File: src/hw/rtl/oal_pkg.sv
// Shared types and codes for the ordered array list.
// Request and result payload structs, operation and status codes.
// No dependencies.
`timescale 1ns / 1ps

package oal_pkg;

    localparam logic [1:0] OP_INSERT = 2'd0;
    localparam logic [1:0] OP_DELETE = 2'd1;
    localparam logic [1:0] OP_SEARCH = 2'd2;

    localparam logic [1:0] ST_DONE     = 2'd0;
    localparam logic [1:0] ST_FULL     = 2'd1;
    localparam logic [1:0] ST_BADPOS   = 2'd2;
    localparam logic [1:0] ST_NOTFOUND = 2'd3;

    typedef struct packed {
        logic [1:0]         func;
        logic [4:0]         position;
        logic signed [31:0] item_value;
    } t_in_req;

    typedef struct packed {
        logic [1:0] status;
        logic [3:0] found_index;
        logic [4:0] list_length;
    } t_out_req;

    typedef struct packed {
        logic     done;
        t_out_req res;
    } t_seq_res;

endpackage

File: src/hw/rtl/oal_mem.sv
// Entry storage for the ordered array list.
// One write port, one read port with registered read data.
// No dependencies.
`timescale 1ns / 1ps

module oal_mem #(
    parameter int DEPTH = 16,
    parameter int AW    = 4
) (
    input  logic          i_clk,
    input  logic          i_we,
    input  logic [AW-1:0] i_waddr,
    input  logic [31:0]   i_wdata,
    input  logic          i_re,
    input  logic [AW-1:0] i_raddr,
    output logic [31:0]   o_rdata
);

    logic [31:0] r_mem [DEPTH];
    logic [31:0] r_rdata;

    always_ff @(posedge i_clk) begin
        if (i_we) begin
            r_mem[i_waddr] <= i_wdata;
        end
    end

    always_ff @(posedge i_clk) begin
        if (i_re) begin
            r_rdata <= r_mem[i_raddr];
        end
    end

    assign o_rdata = r_rdata;

endmodule

File: src/hw/rtl/oal_seq.sv
// Request sequencer for the ordered array list.
// Decodes a request, walks the entry memory to shift or compare, builds the result.
// Depends on oal_pkg.
`timescale 1ns / 1ps

module oal_seq
    import oal_pkg::*;
#(
    parameter int CAPACITY = 16,
    parameter int AW       = 4,
    parameter int CW       = 5
) (
    input  logic          i_clk,
    input  logic          i_rst_n,
    input  logic          i_in_valid,
    output logic          o_in_ready,
    input  t_in_req       i_in_req,
    input  logic          i_take,
    output t_seq_res      o_seq_res,
    output logic          o_mem_we,
    output logic [AW-1:0] o_mem_waddr,
    output logic [31:0]   o_mem_wdata,
    output logic          o_mem_re,
    output logic [AW-1:0] o_mem_raddr,
    input  logic [31:0]   i_mem_rdata
);

    localparam int PW = (CW > 5) ? CW : 5;

    localparam logic [1:0] S_IDLE = 2'd0;
    localparam logic [1:0] S_SCAN = 2'd1;
    localparam logic [1:0] S_PUT  = 2'd2;
    localparam logic [1:0] S_FIN  = 2'd3;

    logic [1:0]    r_state, n_state;
    logic [CW-1:0] r_cnt, n_cnt;
    logic          r_more, n_more;
    logic          r_pend, n_pend;
    logic [1:0]    r_op, n_op;
    logic [AW-1:0] r_pos, n_pos;
    logic [31:0]   r_val, n_val;
    logic [AW-1:0] r_ptr, n_ptr;
    logic [AW-1:0] r_waddr, n_waddr;
    logic [1:0]    r_st, n_st;
    logic [AW-1:0] r_idx, n_idx;

    logic [PW-1:0] pos_ext;
    logic [PW-1:0] cnt_ext;
    logic [AW-1:0] in_pos;
    logic [AW-1:0] last;
    logic          stop_rd;

    assign pos_ext = PW'(i_in_req.position);
    assign cnt_ext = PW'(r_cnt);
    assign in_pos  = AW'(pos_ext);
    assign last    = AW'(r_cnt - CW'(1));
    assign stop_rd = (r_op == OP_INSERT) ? (r_ptr == r_pos) : (r_ptr == last);

    assign o_in_ready = (r_state == S_IDLE);

    always_comb begin
        n_state     = r_state;
        n_cnt       = r_cnt;
        n_more      = r_more;
        n_pend      = r_pend;
        n_op        = r_op;
        n_pos       = r_pos;
        n_val       = r_val;
        n_ptr       = r_ptr;
        n_waddr     = r_waddr;
        n_st        = r_st;
        n_idx       = r_idx;
        o_mem_we    = 1'b0;
        o_mem_waddr = r_waddr;
        o_mem_wdata = i_mem_rdata;
        o_mem_re    = 1'b0;
        o_mem_raddr = r_ptr;

        case (r_state)
            S_IDLE: begin
                if (i_in_valid) begin
                    n_op   = i_in_req.func;
                    n_pos  = in_pos;
                    n_val  = i_in_req.item_value;
                    n_more = 1'b1;
                    n_pend = 1'b0;
                    n_st   = ST_DONE;
                    n_idx  = '0;
                    n_state = S_FIN;
                    case (i_in_req.func)
                        OP_INSERT: begin
                            if (r_cnt >= CW'(CAPACITY)) begin
                                n_st = ST_FULL;
                            end else if (pos_ext > cnt_ext) begin
                                n_st = ST_BADPOS;
                            end else if (pos_ext == cnt_ext) begin
                                o_mem_we    = 1'b1;
                                o_mem_waddr = in_pos;
                                o_mem_wdata = i_in_req.item_value;
                                n_cnt       = r_cnt + CW'(1);
                            end else begin
                                n_ptr   = last;
                                n_state = S_SCAN;
                            end
                        end
                        OP_DELETE: begin
                            if (pos_ext >= cnt_ext) begin
                                n_st = ST_BADPOS;
                            end else if (pos_ext == cnt_ext - PW'(1)) begin
                                n_cnt = r_cnt - CW'(1);
                            end else begin
                                n_ptr   = in_pos + AW'(1);
                                n_state = S_SCAN;
                            end
                        end
                        OP_SEARCH: begin
                            if (r_cnt == '0) begin
                                n_st = ST_NOTFOUND;
                            end else begin
                                n_ptr   = '0;
                                n_state = S_SCAN;
                            end
                        end
                        default: begin
                            n_st = ST_DONE;
                        end
                    endcase
                end
            end
            S_SCAN: begin
                if (r_more) begin
                    o_mem_re = 1'b1;
                    n_pend   = 1'b1;
                    case (r_op)
                        OP_INSERT: n_waddr = r_ptr + AW'(1);
                        OP_DELETE: n_waddr = r_ptr - AW'(1);
                        default:   n_waddr = r_ptr;
                    endcase
                    if (stop_rd) begin
                        n_more = 1'b0;
                    end else if (r_op == OP_INSERT) begin
                        n_ptr = r_ptr - AW'(1);
                    end else begin
                        n_ptr = r_ptr + AW'(1);
                    end
                end else begin
                    n_pend = 1'b0;
                end
                if (r_pend) begin
                    if (r_op == OP_SEARCH) begin
                        if (i_mem_rdata == r_val) begin
                            n_st    = ST_DONE;
                            n_idx   = r_waddr;
                            n_state = S_FIN;
                        end else if (!r_more) begin
                            n_st    = ST_NOTFOUND;
                            n_state = S_FIN;
                        end
                    end else begin
                        o_mem_we = 1'b1;
                        if (!r_more) begin
                            if (r_op == OP_INSERT) begin
                                n_state = S_PUT;
                            end else begin
                                n_cnt   = r_cnt - CW'(1);
                                n_state = S_FIN;
                            end
                        end
                    end
                end
            end
            S_PUT: begin
                o_mem_we    = 1'b1;
                o_mem_waddr = r_pos;
                o_mem_wdata = r_val;
                n_cnt       = r_cnt + CW'(1);
                n_state     = S_FIN;
            end
            S_FIN: begin
                if (i_take) begin
                    n_state = S_IDLE;
                end
            end
            default: begin
                n_state = S_IDLE;
            end
        endcase
    end

    always_comb begin
        o_seq_res.done                = (r_state == S_FIN);
        o_seq_res.res.status          = r_st;
        o_seq_res.res.found_index     = 4'(r_idx);
        o_seq_res.res.list_length     = 5'(r_cnt);
    end

    always_ff @(posedge i_clk) begin
        if (!i_rst_n) begin
            r_state <= S_IDLE;
            r_cnt   <= '0;
            r_more  <= 1'b0;
            r_pend  <= 1'b0;
        end else begin
            r_state <= n_state;
            r_cnt   <= n_cnt;
            r_more  <= n_more;
            r_pend  <= n_pend;
        end
    end

    always_ff @(posedge i_clk) begin
        r_op    <= n_op;
        r_pos   <= n_pos;
        r_val   <= n_val;
        r_ptr   <= n_ptr;
        r_waddr <= n_waddr;
        r_st    <= n_st;
        r_idx   <= n_idx;
    end

endmodule

File: src/hw/rtl/ordered_array_list.sv
// Top level of the ordered array list: sequencer, entry memory, result register.
// Depends on oal_pkg, oal_mem, oal_seq.
//
//   channel  direction  handshake                 payload
//   request  in         i_in_valid / o_in_ready   i_in_req  (t_in_req)
//   result   out        o_out_valid / i_out_ready o_out_req (t_out_req)
//
// Refused requests, unused codes, search of an empty list, and insert or delete
// that need no shift finish without a pass over the entry memory.
// Insert with shift moves n = length - position entries.
// Delete with shift moves n = length - position - 1 entries.
// Search walks from index 0 to a match at index k, or over every entry on a miss;
// the walk goes through the single memory read port, one entry a cycle.
// Reset clears the length only; no clearing pass. A held result stalls the
// sequencer at its end, while one further request is still taken.
`timescale 1ns / 1ps

module ordered_array_list
    import oal_pkg::*;
#(
    parameter int CAPACITY = 16
) (
    input  logic     i_clk,
    input  logic     i_rst_n,
    input  logic     i_in_valid,
    output logic     o_in_ready,
    input  t_in_req  i_in_req,
    output logic     o_out_valid,
    input  logic     i_out_ready,
    output t_out_req o_out_req
);

    localparam int AW = (CAPACITY > 1) ? $clog2(CAPACITY) : 1;
    localparam int CW = $clog2(CAPACITY + 1);

    logic          take;
    t_seq_res      seq_res;
    logic          mem_we;
    logic [AW-1:0] mem_waddr;
    logic [31:0]   mem_wdata;
    logic          mem_re;
    logic [AW-1:0] mem_raddr;
    logic [31:0]   mem_rdata;

    logic          r_out_valid;
    t_out_req      r_out_req;

    assign take = !r_out_valid || i_out_ready;

    oal_seq #(
        .CAPACITY (CAPACITY),
        .AW       (AW),
        .CW       (CW)
    ) u_seq (
        .i_clk       (i_clk),
        .i_rst_n     (i_rst_n),
        .i_in_valid  (i_in_valid),
        .o_in_ready  (o_in_ready),
        .i_in_req    (i_in_req),
        .i_take      (take),
        .o_seq_res   (seq_res),
        .o_mem_we    (mem_we),
        .o_mem_waddr (mem_waddr),
        .o_mem_wdata (mem_wdata),
        .o_mem_re    (mem_re),
        .o_mem_raddr (mem_raddr),
        .i_mem_rdata (mem_rdata)
    );

    oal_mem #(
        .DEPTH (CAPACITY),
        .AW    (AW)
    ) u_mem (
        .i_clk   (i_clk),
        .i_we    (mem_we),
        .i_waddr (mem_waddr),
        .i_wdata (mem_wdata),
        .i_re    (mem_re),
        .i_raddr (mem_raddr),
        .o_rdata (mem_rdata)
    );

    always_ff @(posedge i_clk) begin
        if (!i_rst_n) begin
            r_out_valid <= 1'b0;
        end else if (seq_res.done && take) begin
            r_out_valid <= 1'b1;
        end else if (i_out_ready) begin
            r_out_valid <= 1'b0;
        end
    end

    always_ff @(posedge i_clk) begin
        if (seq_res.done && take) begin
            r_out_req <= seq_res.res;
        end
    end

    assign o_out_valid = r_out_valid;
    assign o_out_req   = r_out_req;

endmodule
File: config.mk
export PLATFORM = sky130hd
export DESIGN_NAME = ordered_array_list
export DESIGN_NICKNAME = d
export VERILOG_FILES = /design/src/hw/rtl/oal_pkg.sv /design/src/hw/rtl/oal_mem.sv /design/src/hw/rtl/oal_seq.sv /design/src/hw/rtl/ordered_array_list.sv
export SDC_FILE = /design/constraint.sdc
export NUM_CORES = 1
export LEC_CHECK = 0
export ABC_AREA = 1
export BUFFER_PORTS_ARGS = -buffer_cell sky130_fd_sc_hd__buf_2
export CAP_MARGIN = 40
export CORE_MARGIN = 5
export CORE_UTILIZATION = 35
export CTS_CLUSTER_SIZE = 24
export DETAILED_ROUTE_END_ITERATION = 8
export PLACE_DENSITY = 0.55
export SYNTH_ARGS = -nofsm -noshare
export SYNTH_HDL_FRONTEND = slang
export SYNTH_HIERARCHICAL = 1
export SYNTH_SLANG_ARGS = --single-unit
File: constraint.sdc
create_clock -name i_clk -period 5.3 [get_ports i_clk]
set_clock_uncertainty 0.15 [all_clocks]
set_input_delay 0.795 -clock i_clk [delete_from_list [all_inputs] [get_ports i_clk]]
set_output_delay 0.795 -clock i_clk [all_outputs]
set_load 0.005 [all_outputs]
==> load_flow_metrics.sql, run 1 <==
INSERT INTO impl_metrics (metric_group, metric, value, unit) VALUES
('outcome', 'run_status', 'finished, final reports clean', ''),
('route', 'routed_via_count_divided_by_cell_count', '4.764', ''),
('worst_setup_path', 'delay_of_the_slowest_critical_path_stage', '670', 'ps'),
('sta', 'tightestPinTransition', '965.0', 'ps'),
('route', 'vias', '18560', ''),
('pwr', 'powerDensity', '494.9', 'mW/mm²'),
('pwr', 'vdd_drop_max', '0.3411', 'mV'),
('die', 'die_w', '292.1', 'µm'),
('worst_setup_path', 'worstPathArrival', '4290', 'ps'),
('pwr', 'share_clk_of_total_power', '28.8', '%'),
('logic_synthesis', 'cell_variety_after_synth', '45', ''),
('job', 'max_cap_viols', '0', ''),
('sta', 'finalWorstPathRequiredPeriod', '4159', 'ps'),
('route', 'dr.pass1.iters', '5', ''),
('cts', 'ctsLongestPathBuffers', '3', ''),
('logic_synthesis', 'synth_largest_area_cell', 'sky130_fd_sc_hd__edfxtp_1', ''),
('logic_synthesis', 'synth_enable_flop_cells', '607', ''),
('pwr', 'power.leakage', '13.18', 'nW'),
('pwr', 'switching_share', '34.55', '%'),
('sta', 'setup_total_negative_slack', '0', 'ps'),
('route', 'dr.first_iter.drc_count', '1387', ''),
('cts', 'hold_buffers', '0', ''),
('cts', 'tritoncts', 'built', ''),
('logic_synthesis', 'syn-num-nets', '2778', ''),
('worst_setup_path', 'worst_setup_path_end_kind', 'flip-flop', ''),
('cts', 'ctsHtreeMaxLevel', '3', ''),
('logic_synthesis', 'synth.yosys.seq_area_share', '66.14', '%'),
('sta', 'final.setup.worst_slack', '1141', 'ps'),
('cells_and_area', 'fillerInstances', '7524', ''),
('logic_synthesis', 'avgSynthCellArea', '10.25', 'µm²'),
('route', 'antenna_violating_nets_post_route', '0', ''),
('logic_synthesis', 'netlist.area_leader.share', '65.42', '%'),
('route', 'detail_route.drc_violations', '0', ''),
('worst_setup_path', 'critical_path.max_fanout', '22', ''),
('global_route', 'grt_start_max_net_pins', '174', ''),
('die', 'die_height', '292.1', 'µm'),
('pwr', 'p_int', '10.22', 'mW'),
('cells_and_area', 'num_antenna_cells', '0', ''),
('die', 'fp-row-count', '103', ''),
('logic_synthesis', 'synth-main-ff-cell', 'sky130_fd_sc_hd__edfxtp_1', ''),
('logic_synthesis', 'syn-cell-area', '0.02786', 'mm²'),
('die', 'ios', '56', ''),
('global_route', 'grt_pass1_wl', '111500', 'µm'),
('worst_setup_path', 'cp_slowest_cell', 'sky130_fd_sc_hd__o21ai_4', ''),
('pwr', 'power_frac_seq', '40.8', '%'),
('place', 'gp_routability_congestion', '0.8438', ''),
('worst_setup_path', 'timing.critical_path.required', '5430', 'ps'),
('sta', 'maxClockFrequency', '240.4', 'MHz'),
('global_route', 'grt_antenna_before_repair', '0', ''),
('route', 'postRouteWirelength', '73380', 'µm'),
('global_route', 'first_global_vias', '18190', ''),
('cells_and_area', 'area_growth_syn_to_layout', '13.27', '%'),
('place', 'place_hpwl', '41990', 'µm'),
('cells_and_area', 'stdcell_area', '0.03156', 'mm²'),
('pwr', 'reported_net_switching_power', '5.397', 'mW'),
('cts', 'cts-resized-gates', '0', ''),
('place', 'pre_cts_slack', '967.7', 'ps'),
('cts', 'numCtsBuffers', '66', ''),
('logic_synthesis', 'synth.yosys.warnings', '6', ''),
('cts', 'worstSkewPairLatency', '590', 'ps'),
('global_route', 'global_route.overflow_total', '0', ''),
('hold_path', 'timing.hold.worst.class', 'in2reg', ''),
('place', 'postPlaceCellArea', '0.02946', 'mm²'),
('logic_synthesis', 'async_reset_ff_share', '0', '%'),
('sta', 'timing.final.max_slew_violations', '0', ''),
('cts', 'clock_sink_count', '617', ''),
('logic_synthesis', 'synth_cells', '2717', ''),
('sta', 'unrepaired_setup_endpoints_after_global_routing', 'no', ''),
('cells_and_area', 'drive_above_1_share', '9.136', '%'),
('sta', 'hold_viol_final', '0', ''),
('cells_and_area', 'design.final.nets', '2858', '');
==> power groups by stage <==
stage	sequential [mW]	combinational, mW	clock, mW
floorplan	6.43	3.27	0
global placement	6.51	4.52	0
detailed placement	6.48	4.75	0
CTS	6.38	4.77	4.63
global route	6.41	5.27	4.84
finish	6.38	4.74	4.50
==> cell usage in the layout, fill, tap and decap left out, types with 7 or more instances in the layout <==
cell and count:
sky130_fd_sc_hd__a21oi_1 19, sky130_fd_sc_hd__buf_2 55, sky130_fd_sc_hd__buf_4 68, sky130_fd_sc_hd__clkbuf_1 13, sky130_fd_sc_hd__clkbuf_16 71, sky130_fd_sc_hd__clkinv_1 21, sky130_fd_sc_hd__clkinv_2 8, sky130_fd_sc_hd__dfxtp_1 10
sky130_fd_sc_hd__edfxtp_1 607, sky130_fd_sc_hd__ha_1 18, sky130_fd_sc_hd__inv_1 483, sky130_fd_sc_hd__inv_2 7, sky130_fd_sc_hd__nand2_1 868, sky130_fd_sc_hd__nand3_1 411, sky130_fd_sc_hd__nor2_1 33, sky130_fd_sc_hd__nor2_4 18
sky130_fd_sc_hd__o211ai_1 18, sky130_fd_sc_hd__o21ai_0 12, sky130_fd_sc_hd__o221ai_1 19, sky130_fd_sc_hd__xnor2_1 20, sky130_fd_sc_hd__xor2_1 10
==> cells by family after synthesis <==
logic type      synth area share [%]
simple gates                   20.43
flops                          66.14
buf+inv                        9.615
compound gates                 2.057
xor+xnor                      0.9431
fa+ha+maj                     0.8084
==> registers in the layout, indices dropped and copies added, names as in the netlist <==
name and cells:
o_out_valid 1, u_seq/r_idx 4, u_seq/r_val 32, u_seq/cnt_ext 5, u_seq/r_op 2, u_seq/r_waddr 4, u_mem/o_rdata 32, u_seq/r_more 1
o_out_req 11, u_mem/r_mem 512, u_seq/r_pos 4, u_seq/r_state 2, u_seq/r_st 2, u_seq/r_pend 1, u_seq/o_mem_raddr 4
==> stage by stage <==
step,total power [mW],std cells,hold slack [ps]
after floorplan,9.701,2717,250.3
after global placement,11.03,3753,257.9
after detailed placement,11.23,3779,256.6
after CTS,15.78,3896,204.1
after global routing,16.51,3896,221.0
final,15.62,3896,250.5
==> cells in the mapped netlist (2+ instances only) <==
cell type                    n
sky130_fd_sc_hd__buf_6      32
sky130_fd_sc_hd__edfxtp_1  607
sky130_fd_sc_hd__inv_2       5
sky130_fd_sc_hd__buf_2      45
sky130_fd_sc_hd__o22ai_1     4
sky130_fd_sc_hd__nor3_2      2
sky130_fd_sc_hd__a31oi_1     2
sky130_fd_sc_hd__nor2_4      2
sky130_fd_sc_hd__buf_1      14
sky130_fd_sc_hd__nand3_1   411
sky130_fd_sc_hd__o21ai_0    12
sky130_fd_sc_hd__nand2_2     6
sky130_fd_sc_hd__o211ai_1   18
sky130_fd_sc_hd__nor2_2      2
sky130_fd_sc_hd__a21oi_1    19
sky130_fd_sc_hd__xor2_1     10
sky130_fd_sc_hd__nor3b_1     2
sky130_fd_sc_hd__nand4_1     2
sky130_fd_sc_hd__xnor2_1    20
sky130_fd_sc_hd__clkinv_1    2
sky130_fd_sc_hd__nor3_1      2
sky130_fd_sc_hd__clkbuf_1   14
sky130_fd_sc_hd__inv_1     487
sky130_fd_sc_hd__buf_4      12
sky130_fd_sc_hd__a22oi_1     2
sky130_fd_sc_hd__ha_1       18
sky130_fd_sc_hd__nand3b_1    4
sky130_fd_sc_hd__nor2_1     49
sky130_fd_sc_hd__nand2_1   868
sky130_fd_sc_hd__o221ai_1   20
sky130_fd_sc_hd__dfxtp_1    10
==> metal layers <==
metal  part of all wire (%)  vias to the layer above  GRT usage [%]
met1                     44                     8936          22.84
met5                      0                        -              0
met3                    5.0                      126          2.259
met4                    3.0                        0          6.026
met2                     48                      504          28.15
li1                       -                     8994              -
==> critical path, delay by kind of cell, from the launching register on <==
kind	cells	cell delay, ps
buffers and inverters	4	1210
AO/OA/AOI/OAI	2	920
adder cells (fa/ha/maj)	1	170
flip-flops	1	340
AND/OR/NAND/NOR	2	1020
==> worst paths after layout <==
kind	slack, ps	cells past startpoint	end	from
worst max register to register	1140	9	u_mem/r_mem[10][21]	u_seq/r_state[0]
worst max-delay path	1140	9	u_mem/r_mem[10][21]	u_seq/r_state[0]
worst min register to register	270	0	o_out_req[10]	u_seq/r_st[1]
worst min-delay path	250	1	u_seq/r_val[4]	i_in_req[4]
==> layout make-up <==
cell class              count  area [µm²]  area share [%]
flip-flops and latches    617       18430           58.39
repair buffers            131       960.9           3.045
clock buffers              84        1826           5.785
inverters                 495        1868           5.919
well taps                1050        1314           4.163
clock inverters            33       274.0          0.8683
multi-input cells        1486        6888           21.83
Power figures use the tool's default switching activity.
==> run 2: changes to the inputs <==
--- a/config.mk
+++ b/config.mk
@@ -5,14 +5,14 @@
 export SDC_FILE = /design/constraint.sdc
 export NUM_CORES = 1
 export LEC_CHECK = 0
-export ABC_AREA = 1
+export ABC_AREA = 0
 export BUFFER_PORTS_ARGS = -buffer_cell sky130_fd_sc_hd__buf_2
 export CAP_MARGIN = 40
 export CORE_MARGIN = 5
 export CORE_UTILIZATION = 35
 export CTS_CLUSTER_SIZE = 24
 export DETAILED_ROUTE_END_ITERATION = 8
-export PLACE_DENSITY = 0.55
+export PLACE_DENSITY = 0.56
 export SYNTH_ARGS = -nofsm -noshare
 export SYNTH_HDL_FRONTEND = slang
 export SYNTH_HIERARCHICAL = 1
==> constraint.sdc (replaced) <==
create_clock -name i_clk -period 3.48 [get_ports i_clk]
set_clock_uncertainty 0.15 [all_clocks]
set_input_delay 0.522 -clock i_clk [delete_from_list [all_inputs] [get_ports i_clk]]
set_output_delay 0.522 -clock i_clk [all_outputs]
set_load 0.005 [all_outputs]
==> run 2 against run 1 <==
Global-route usage shrank 0.64 points. Clock power grew 56%. Highest routed layer unchanged. Routed wire length shrank 16%.
==> load_flow_metrics.sql, run 2 <==
INSERT INTO impl_metrics (metric_group, metric, value, unit) VALUES
('worst_setup_path', 'cp_slowest_cell', 'sky130_fd_sc_hd__dlygate4sd3_1', ''),
('sta', 'setup_viol', '0', ''),
('worst_setup_path', 'worst_setup_path_start_kind', 'primary input', ''),
('logic_synthesis', 'syn-num-nets', '1327', ''),
('route', 'dr.pass1.iters', '7', ''),
('global_route', 'gr-usage-all-layers', '16.27', '%'),
('worst_setup_path', 'ff2ff_path_depth', '11', ''),
('logic_synthesis', 'synthTopCellsByCount', 'sky130_fd_sc_hd__edfxtp_1, sky130_fd_sc_hd__mux4_2, sky130_fd_sc_hd__a22oi_1', ''),
('place', 'postPlaceCellArea', '0.02714', 'mm²'),
('die', 'ios', '56', ''),
('cts', 'tritoncts', 'built', ''),
('worst_setup_path', 'timing.rr.start', 'u_seq/cnt_ext[1]', ''),
('sta', 'worst_hold_margin', '26.41', 'ps'),
('logic_synthesis', 'synth_cells', '1266', ''),
('cts', 'post-cts-setup-buffers', '0', ''),
('worst_setup_path', 'cell_repeated_most_along_the_worst_path', 'sky130_fd_sc_hd__inv_1', ''),
('hold_path', 'startpoint_of_the_most_critical_hold_path', 'i_in_req[3]', ''),
('logic_synthesis', 'post_synth_main_area_contributors', 'sky130_fd_sc_hd__edfxtp_1, sky130_fd_sc_hd__mux4_2, sky130_fd_sc_hd__a22oi_1', ''),
('die', 'initial_utilization', '35.25', '%'),
('sta', 'hold_viol_final', '0', ''),
('logic_synthesis', 'synth_enable_flop_cells', '607', ''),
('worst_setup_path', 'worst_setup_path_end_kind', 'flip-flop', ''),
('route', 'antenna_violating_nets_post_route', '0', ''),
('logic_synthesis', 'synth_seq_cells', '617', ''),
('worst_setup_path', 'critical_path.max_fanout', '21', ''),
('cts', 'ctsLongestPathBuffers', '3', ''),
('worst_setup_path', 'timing.rr.end', 'u_mem/r_mem[0][31]', ''),
('cells_and_area', 'stdcell_area', '0.02962', 'mm²'),
('cts', 'worstSkewPairLatency', '610', 'ps'),
('logic_synthesis', 'async_reset_ff_share', '0', '%'),
('logic_synthesis', 'synth.yosys.warnings', '6', ''),
('logic_synthesis', 'syn-cell-area', '0.02464', 'mm²'),
('sta', 'finalWorstPathRequiredPeriod', '3299', 'ps'),
('hold_path', 'min_delay_path_depth', '1', ''),
('worst_setup_path', 'timing.critical_path.required', '3620', 'ps'),
('job', 'max_cap_viols', '0', ''),
('cells_and_area', 'mostFrequentLayoutCell', 'sky130_fd_sc_hd__edfxtp_1', ''),
('pwr', 'vdd_drop_max', '0.3655', 'mV'),
('global_route', 'first_global_vias', '13010', ''),
('place', 'gp_routability_congestion', '0.7921', ''),
('logic_synthesis', 'synth.yosys.seq_area_share', '74.77', '%'),
('cells_and_area', 'mostFrequentLayoutCells', 'sky130_fd_sc_hd__edfxtp_1, sky130_fd_sc_hd__mux4_2, sky130_fd_sc_hd__clkbuf_16', ''),
('global_route', 'global_route.overflow_total', '0', ''),
('sta', 'maxClockFrequency', '303.1', 'MHz'),
('sta', 'timing.final.max_slew_violations', '0', ''),
('cts', 'clock_sink_count', '617', ''),
('outcome', 'run_status', 'finished, final reports clean', ''),
('worst_setup_path', 'worstPathArrival', '3440', 'ps'),
('cells_and_area', 'num_antenna_cells', '0', ''),
('die', 'die_height', '275.4', 'µm'),
('cells_and_area', 'area_growth_syn_to_layout', '20.20', '%'),
('route', 'vias', '12940', ''),
('pwr', 'totalPowerFinal', '22.33', 'mW'),
('worst_setup_path', 'regToRegSetupSlack', '240', 'ps'),
('sta', 'min_period_over_period', '94.81', '%'),
('pwr', 'power.leakage', '9.753', 'nW'),
('route', 'routed_via_count_divided_by_cell_count', '5.300', ''),
('logic_synthesis', 'netlist.area_leader.share', '73.96', '%'),
('die', 'overall_die_area', '0.07582', 'mm²'),
('route', 'routed_wire_length_per_instance', '25.14', 'µm'),
('logic_synthesis', 'synth_largest_area_cell', 'sky130_fd_sc_hd__edfxtp_1', ''),
('logic_synthesis', 'synth-main-ff-cell', 'sky130_fd_sc_hd__edfxtp_1', ''),
('die', 'placeableCoreArea', '0.06991', 'mm²'),
('logic_synthesis', 'cell_variety_after_synth', '60', ''),
('cells_and_area', 'design.final.nets', '1511', ''),
('cts', 'numCtsBuffers', '67', ''),
('cells_and_area', 'largest_reg_flops', '512', ''),
('worst_setup_path', 'path_class', 'in2reg', ''),
('global_route', 'grt_start_max_net_pins', '44', ''),
('logic_synthesis', 'avgSynthCellArea', '19.47', 'µm²'),
('die', 'fp-row-count', '97', ''),
('hold_path', 'worstHoldEndpoint', 'u_seq/r_val[3]', ''),
('route', 'detail_route.drc_violations', '0', ''),
('route', 'postRouteWirelength', '61400', 'µm'),
('sta', 'relSlewSlack', '43.57', '%'),
('cts', 'cts.reportedPaths.clkPinSlew', '60', 'ps'),
('global_route', 'grt_pass1_wl', '90120', 'µm'),
('die', 'die_w', '275.4', 'µm'),
('worst_setup_path', 'cells_along_the_critical_path', 'dlygate4sd3_1, buf_2, inv_1, ha_1, nor2b_1, nand2_2, nor2_4, a21oi_4, a222oi_1, inv_1, or3b_4, nor3_4, buf_12', ''),
('cts', 'clockRootBuffer', 'sky130_fd_sc_hd__clkbuf_16', ''),
('place', 'port_buffers', '55', ''),
('logic_synthesis', 'yosys.cell_count.top_type', 'sky130_fd_sc_hd__edfxtp_1', ''),
('pwr', 'powerDensity', '753.9', 'mW/mm²'),
('worst_setup_path', 'delay_of_the_slowest_critical_path_stage', '530', 'ps'),
('sta', 'unrepaired_setup_endpoints_after_global_routing', 'no', ''),
('route', 'dr.first_iter.drc_count', '1296', ''),
('cells_and_area', 'drive_above_1_share', '27.70', '%'),
('sta', 'tightestPinTransition', '844.5', 'ps'),
('place', 'place_hpwl', '39120', 'µm'),
('global_route', 'grt_antenna_before_repair', '1', ''),
('cells_and_area', 'top_register', 'u_mem/r_mem', ''),
('cells_and_area', 'fillerInstances', '6168', ''),
('hold_path', 'timing.hold.worst.class', 'in2reg', ''),
('cts', 'ctsHtreeMaxLevel', '3', '');
## run 2: cell count changes after synthesis, sizes merged, moves of 8 or more
cell,previous run,this run
nor3,4,14
nand3,411,11
a22oi,2,66
o211ai,18,3
clkbuf,14,34
xnor2,20,44
inv,493,57
buf,105,35
nand2,874,48
o221ai,20,2
nor2,53,34
and2,1,9
mux4,0,128
a222oi,0,36
## run 2: what timing repair did
item / 4_1_cts / 5_1_grt
gates resized for setup: 0 / 0
hold endpoints to repair: 30 / 0
hold buffers: 30 / 0
## run 2: worst max path at each step
stage / start / end / slack [ps] / cells after the start
finish: i_in_req[37] / u_mem/r_mem[0][31] / 180 / 13
global route: i_in_req[37] / u_mem/r_mem[0][31] / 10 / 13
CTS: i_in_req[37] / u_mem/r_mem[0][23] / 230 / 13
detailed placement: i_in_req[32] / u_mem/r_mem[0][21] / -1 / 12
global placement: i_in_req[32] / u_mem/r_mem[0][26] / 100 / 12
floorplan: u_seq/r_state[1] / u_mem/r_mem[0][0] / -280 / 12
## run 2: metrics by stage
step	setup slack, ps	instances	setup TNS [ps]	utilization, %
after floorplan	-280.8	1266	-24860	-
after global placement	103.3	2290	0	38.78
after detailed placement	-1.480	2291	-9.800	38.82
after CTS	232.8	2442	0	42.37
after global routing	13.11	2442	0	42.37
final	180.6	2442	0	42.37
## run 2: layer usage
| metal | routed length (µm) | vias up | part of all wire [%] | GRT usage (%) |
|---|---|---|---|---|
| met5 | 0 | - | 0 | 0 |
| met4 | 1052 | 0 | 1.7 | 3.685 |
| met3 | 4439 | 79 | 7.2 | 3.799 |
| met2 | 28280 | 458 | 46 | 24.69 |
| met1 | 27630 | 6812 | 45 | 24.09 |
| li1 | - | 5593 | - | - |
## run 2: critical path: cells and delay by family
| kind | cells | cell delay [ps] |
|---|---|---|
| adder cells (fa/ha/maj) | 1 | 160 |
| AO/OA/AOI/OAI | 2 | 400 |
| AND/OR/NAND/NOR | 5 | 1210 |
| buffers and inverters | 5 | 1120 |
## run 2: layout make-up
type	instances	area, µm²	area share, %
Clock inverter	43	432.9	1.461
Inverter	57	214.0	0.7223
Sequential cell	617	18430	62.22
Multi-Input combinational cell	523	5879	19.85
Tap cell	940	1176	3.970
Timing Repair Buffer	184	1739	5.871
Clock buffer	78	1749	5.905
## run 2: kinds of logic after synthesis
group / synth area share (%)
multiplexers: 11.90
XOR/XNOR: 1.833
adder cells (fa/ha/maj): 0.9139
AO/OA/AOI/OAI: 5.377
flip-flops: 74.77
buffers and inverters: 2.208
AND/OR/NAND/NOR: 2.995
## run 2: power breakdown
part / leakage, nW / internal [mW] / switching (mW) / total [mW]
clock: 1.06 / 4.09 / 2.94 / 7.03
combinational: 3.12 / 2.29 / 3.43 / 5.73
sequential: 5.57 / 9.30 / 0.278 / 9.57
==> run 3: changes to the inputs <==
--- a/config.mk
+++ b/config.mk
@@ -13,6 +13,7 @@
 export CTS_CLUSTER_SIZE = 24
 export DETAILED_ROUTE_END_ITERATION = 8
 export PLACE_DENSITY = 0.56
+export RECOVER_POWER = 50
 export SYNTH_ARGS = -nofsm -noshare
 export SYNTH_HDL_FRONTEND = slang
 export SYNTH_HIERARCHICAL = 1
==> run 3 against run 2 <==
Global-route usage unchanged. Non-clock buffer count unchanged. Sequential power about the same. Power decreased by 0.39%. Final area decreased by 0.62%. Maximum frequency decreased by 2.4%. Worst setup slack got worse by 83 ps. Sequential cell count unchanged. Routed wire length increased by 0.20%.
==> load_flow_metrics.sql, run 3 (synthesis gave the netlist of run 2 again) <==
INSERT INTO impl_metrics (metric_group, metric, value, unit) VALUES
('global_route', 'gr-usage-all-layers', '16.27', '%'),
('sta', 'setup_viol', '0', ''),
('cells_and_area', 'multi_input_comb_area', '0.005856', 'mm²'),
('cts', 'clock_sink_count', '617', ''),
('die', 'die_height', '275.4', 'µm'),
('cts', 'numCtsBuffers', '67', ''),
('cts', 'tritoncts', 'built', ''),
('die', 'fp-row-count', '97', ''),
('pwr', 'vdd_drop_max', '0.3661', 'mV'),
('cts', 'clockRootBuffer', 'sky130_fd_sc_hd__clkbuf_16', ''),
('cells_and_area', 'design.final.nets', '1511', ''),
('pwr', 'power.leakage', '9.537', 'nW'),
('outcome', 'run_status', 'finished, final reports clean', ''),
('worst_setup_path', 'timing.rr.start', 'u_seq/o_mem_raddr[3]', ''),
('worst_setup_path', 'critical_path.max_fanout', '17', ''),
('place', 'port_buffers', '55', ''),
('cts', 'worstSkewPairLatency', '610', 'ps'),
('sta', 'maxClockFrequency', '295.7', 'MHz'),
('worst_setup_path', 'cp_slowest_cell', 'sky130_fd_sc_hd__nor2b_2', ''),
('hold_path', 'timing.hold.worst.class', 'in2reg', ''),
('place', 'gp_routability_congestion', '0.7921', ''),
('cts', 'ctsHtreeMaxLevel', '3', ''),
('cells_and_area', 'largest_reg_flops', '512', ''),
('cts', 'cts.reportedPaths.clkPinSlew', '60', 'ps'),
('hold_path', 'worstHoldEndpoint', 'o_out_valid', ''),
('pwr', 'powerDensity', '755.6', 'mW/mm²'),
('worst_setup_path', 'worstPathArrival', '3680', 'ps'),
('route', 'postRouteWirelength', '61520', 'µm'),
('cells_and_area', 'ff_latch_area', '0.01843', 'mm²'),
('sta', 'tightestPinTransition', '1372', 'ps'),
('die', 'overall_die_area', '0.07582', 'mm²'),
('global_route', 'grt_start_max_net_pins', '44', ''),
('global_route', 'first_global_vias', '13010', ''),
('cells_and_area', 'mostFrequentLayoutCells', 'sky130_fd_sc_hd__edfxtp_1, sky130_fd_sc_hd__mux4_2, sky130_fd_sc_hd__clkbuf_1', ''),
('die', 'ios', '56', ''),
('worst_setup_path', 'regToRegSetupSlack', '100', 'ps'),
('sta', 'hold_viol_final', '0', ''),
('worst_setup_path', 'worst_setup_path_end_kind', 'flip-flop', ''),
('hold_path', 'startpoint_of_the_most_critical_hold_path', 'i_out_ready', ''),
('worst_setup_path', 'timing.critical_path.required', '3780', 'ps'),
('route', 'detail_route.drc_violations', '0', ''),
('route', 'vias', '12900', ''),
('sta', 'min_period_over_period', '97.19', '%'),
('worst_setup_path', 'timing.rr.end', 'u_mem/o_rdata[16]', ''),
('die', 'placeableCoreArea', '0.06991', 'mm²'),
('sta', 'finalWorstPathRequiredPeriod', '3382', 'ps'),
('route', 'dr.pass1.iters', '6', ''),
('die', 'initial_utilization', '35.25', '%'),
('die', 'die_w', '275.4', 'µm'),
('worst_setup_path', 'cells_along_the_critical_path', 'nor2b_2, clkbuf_1, a22oi_1, nand2_1', ''),
('hold_path', 'min_delay_path_depth', '3', ''),
('sta', 'relSlewSlack', '8.519', '%'),
('route', 'antenna_violating_nets_post_route', '0', ''),
('cells_and_area', 'num_antenna_cells', '0', ''),
('worst_setup_path', 'worst_setup_path_start_kind', 'flip-flop', ''),
('cts', 'post-cts-setup-buffers', '0', ''),
('job', 'max_cap_viols', '0', ''),
('worst_setup_path', 'delay_of_the_slowest_critical_path_stage', '1040', 'ps'),
('cells_and_area', 'top_register', 'u_mem/r_mem', ''),
('worst_setup_path', 'ff2ff_path_depth', '4', ''),
('global_route', 'grt_pass1_wl', '90120', 'µm'),
('sta', 'unrepaired_setup_endpoints_after_global_routing', 'no', ''),
('route', 'routed_wire_length_per_instance', '25.19', 'µm'),
('global_route', 'grt_antenna_before_repair', '1', ''),
('route', 'routed_via_count_divided_by_cell_count', '5.282', ''),
('place', 'place_hpwl', '39120', 'µm'),
('sta', 'worst_hold_margin', '64.93', 'ps'),
('cells_and_area', 'postLayoutCoreUtil', '42.11', '%'),
('worst_setup_path', 'path_class', 'reg2reg', ''),
('cts', 'ctsLongestPathBuffers', '3', ''),
('global_route', 'global_route.overflow_total', '0', ''),
('cells_and_area', 'mostFrequentLayoutCell', 'sky130_fd_sc_hd__edfxtp_1', ''),
('route', 'dr.first_iter.drc_count', '1385', ''),
('cells_and_area', 'area_growth_syn_to_layout', '19.45', '%'),
('cells_and_area', 'drive_above_1_share', '23.24', '%'),
('cells_and_area', 'fillerInstances', '6200', ''),
('sta', 'timing.final.max_slew_violations', '0', '');
-- run 3: worst max path at each step --
stage | startpoint | end
after floorplan | u_seq/r_state[1] | u_mem/r_mem[0][0]
after CTS | i_in_req[37] | u_mem/r_mem[0][23]
after detailed placement | i_in_req[32] | u_mem/r_mem[0][21]
final | u_seq/o_mem_raddr[3] | u_mem/o_rdata[16]
after global placement | i_in_req[32] | u_mem/r_mem[0][26]
after global routing | i_in_req[38] | u_mem/r_mem[0][31]
-- run 3: cell type report --
type / instances / share of cell area [%]
clock inverters: 43 / 1.471
multi-input cells: 523 / 19.89
clock buffers: 78 / 5.942
flip-flops and latches: 617 / 62.60
repair buffers: 184 / 5.372
well taps: 940 / 3.995
inverters: 57 / 0.7268
-- run 3: metal layers --
metal  track usage [%]  wire (µm)  vias up  part of all wire (%)
li1                  -          -     5592                     -
met1             24.09      27780     6756                    45
met2             24.69      28210      465                    46
met3             3.799       4413       86                   7.2
met4             3.685       1120        0                   1.8
met5                 0          0        -                     0
-- run 3: metrics by stage --
| stage | cell area, µm² | instances | setup TNS, ps | power, mW | setup slack [ps] |
|---|---|---|---|---|---|
| 6_report | 29440 | 2442 | 0 | 22.24 | 97.74 |
| 5_1_grt | 29440 | 2442 | 0 | 23.23 | 6.752 |
| 4_1_cts | 29620 | 2442 | 0 | 22.57 | 232.8 |
| 3_5_place_dp | 27140 | 2291 | -9.800 | 15.46 | -1.480 |
| 3_3_place_gp | 27110 | 2290 | 0 | 15.37 | 103.3 |
| 2_1_floorplan | 24880 | 1266 | -24860 | 13.27 | -280.8 |
-- run 3: report_power, final --
| part | switching, mW | internal, mW |
|---|---|---|
| registers | 0.274 | 9.31 |
| clock network | 2.95 | 4.09 |
| logic | 3.43 | 2.20 |
-- run 3: critical path, delay by kind of cell, from the launching register on --
kind	cells	cell delay [ps]
flip-flops	1	600
buffers and inverters	1	840
AO/OA/AOI/OAI	1	360
AND/OR/NAND/NOR	2	1240
-- run 3: repair_timing --
item | 4_1_cts | 5_1_grt
resized for setup | 0 | 0
endpoints found under the hold margin | 30 | 0
hold buffers | 30 | 0
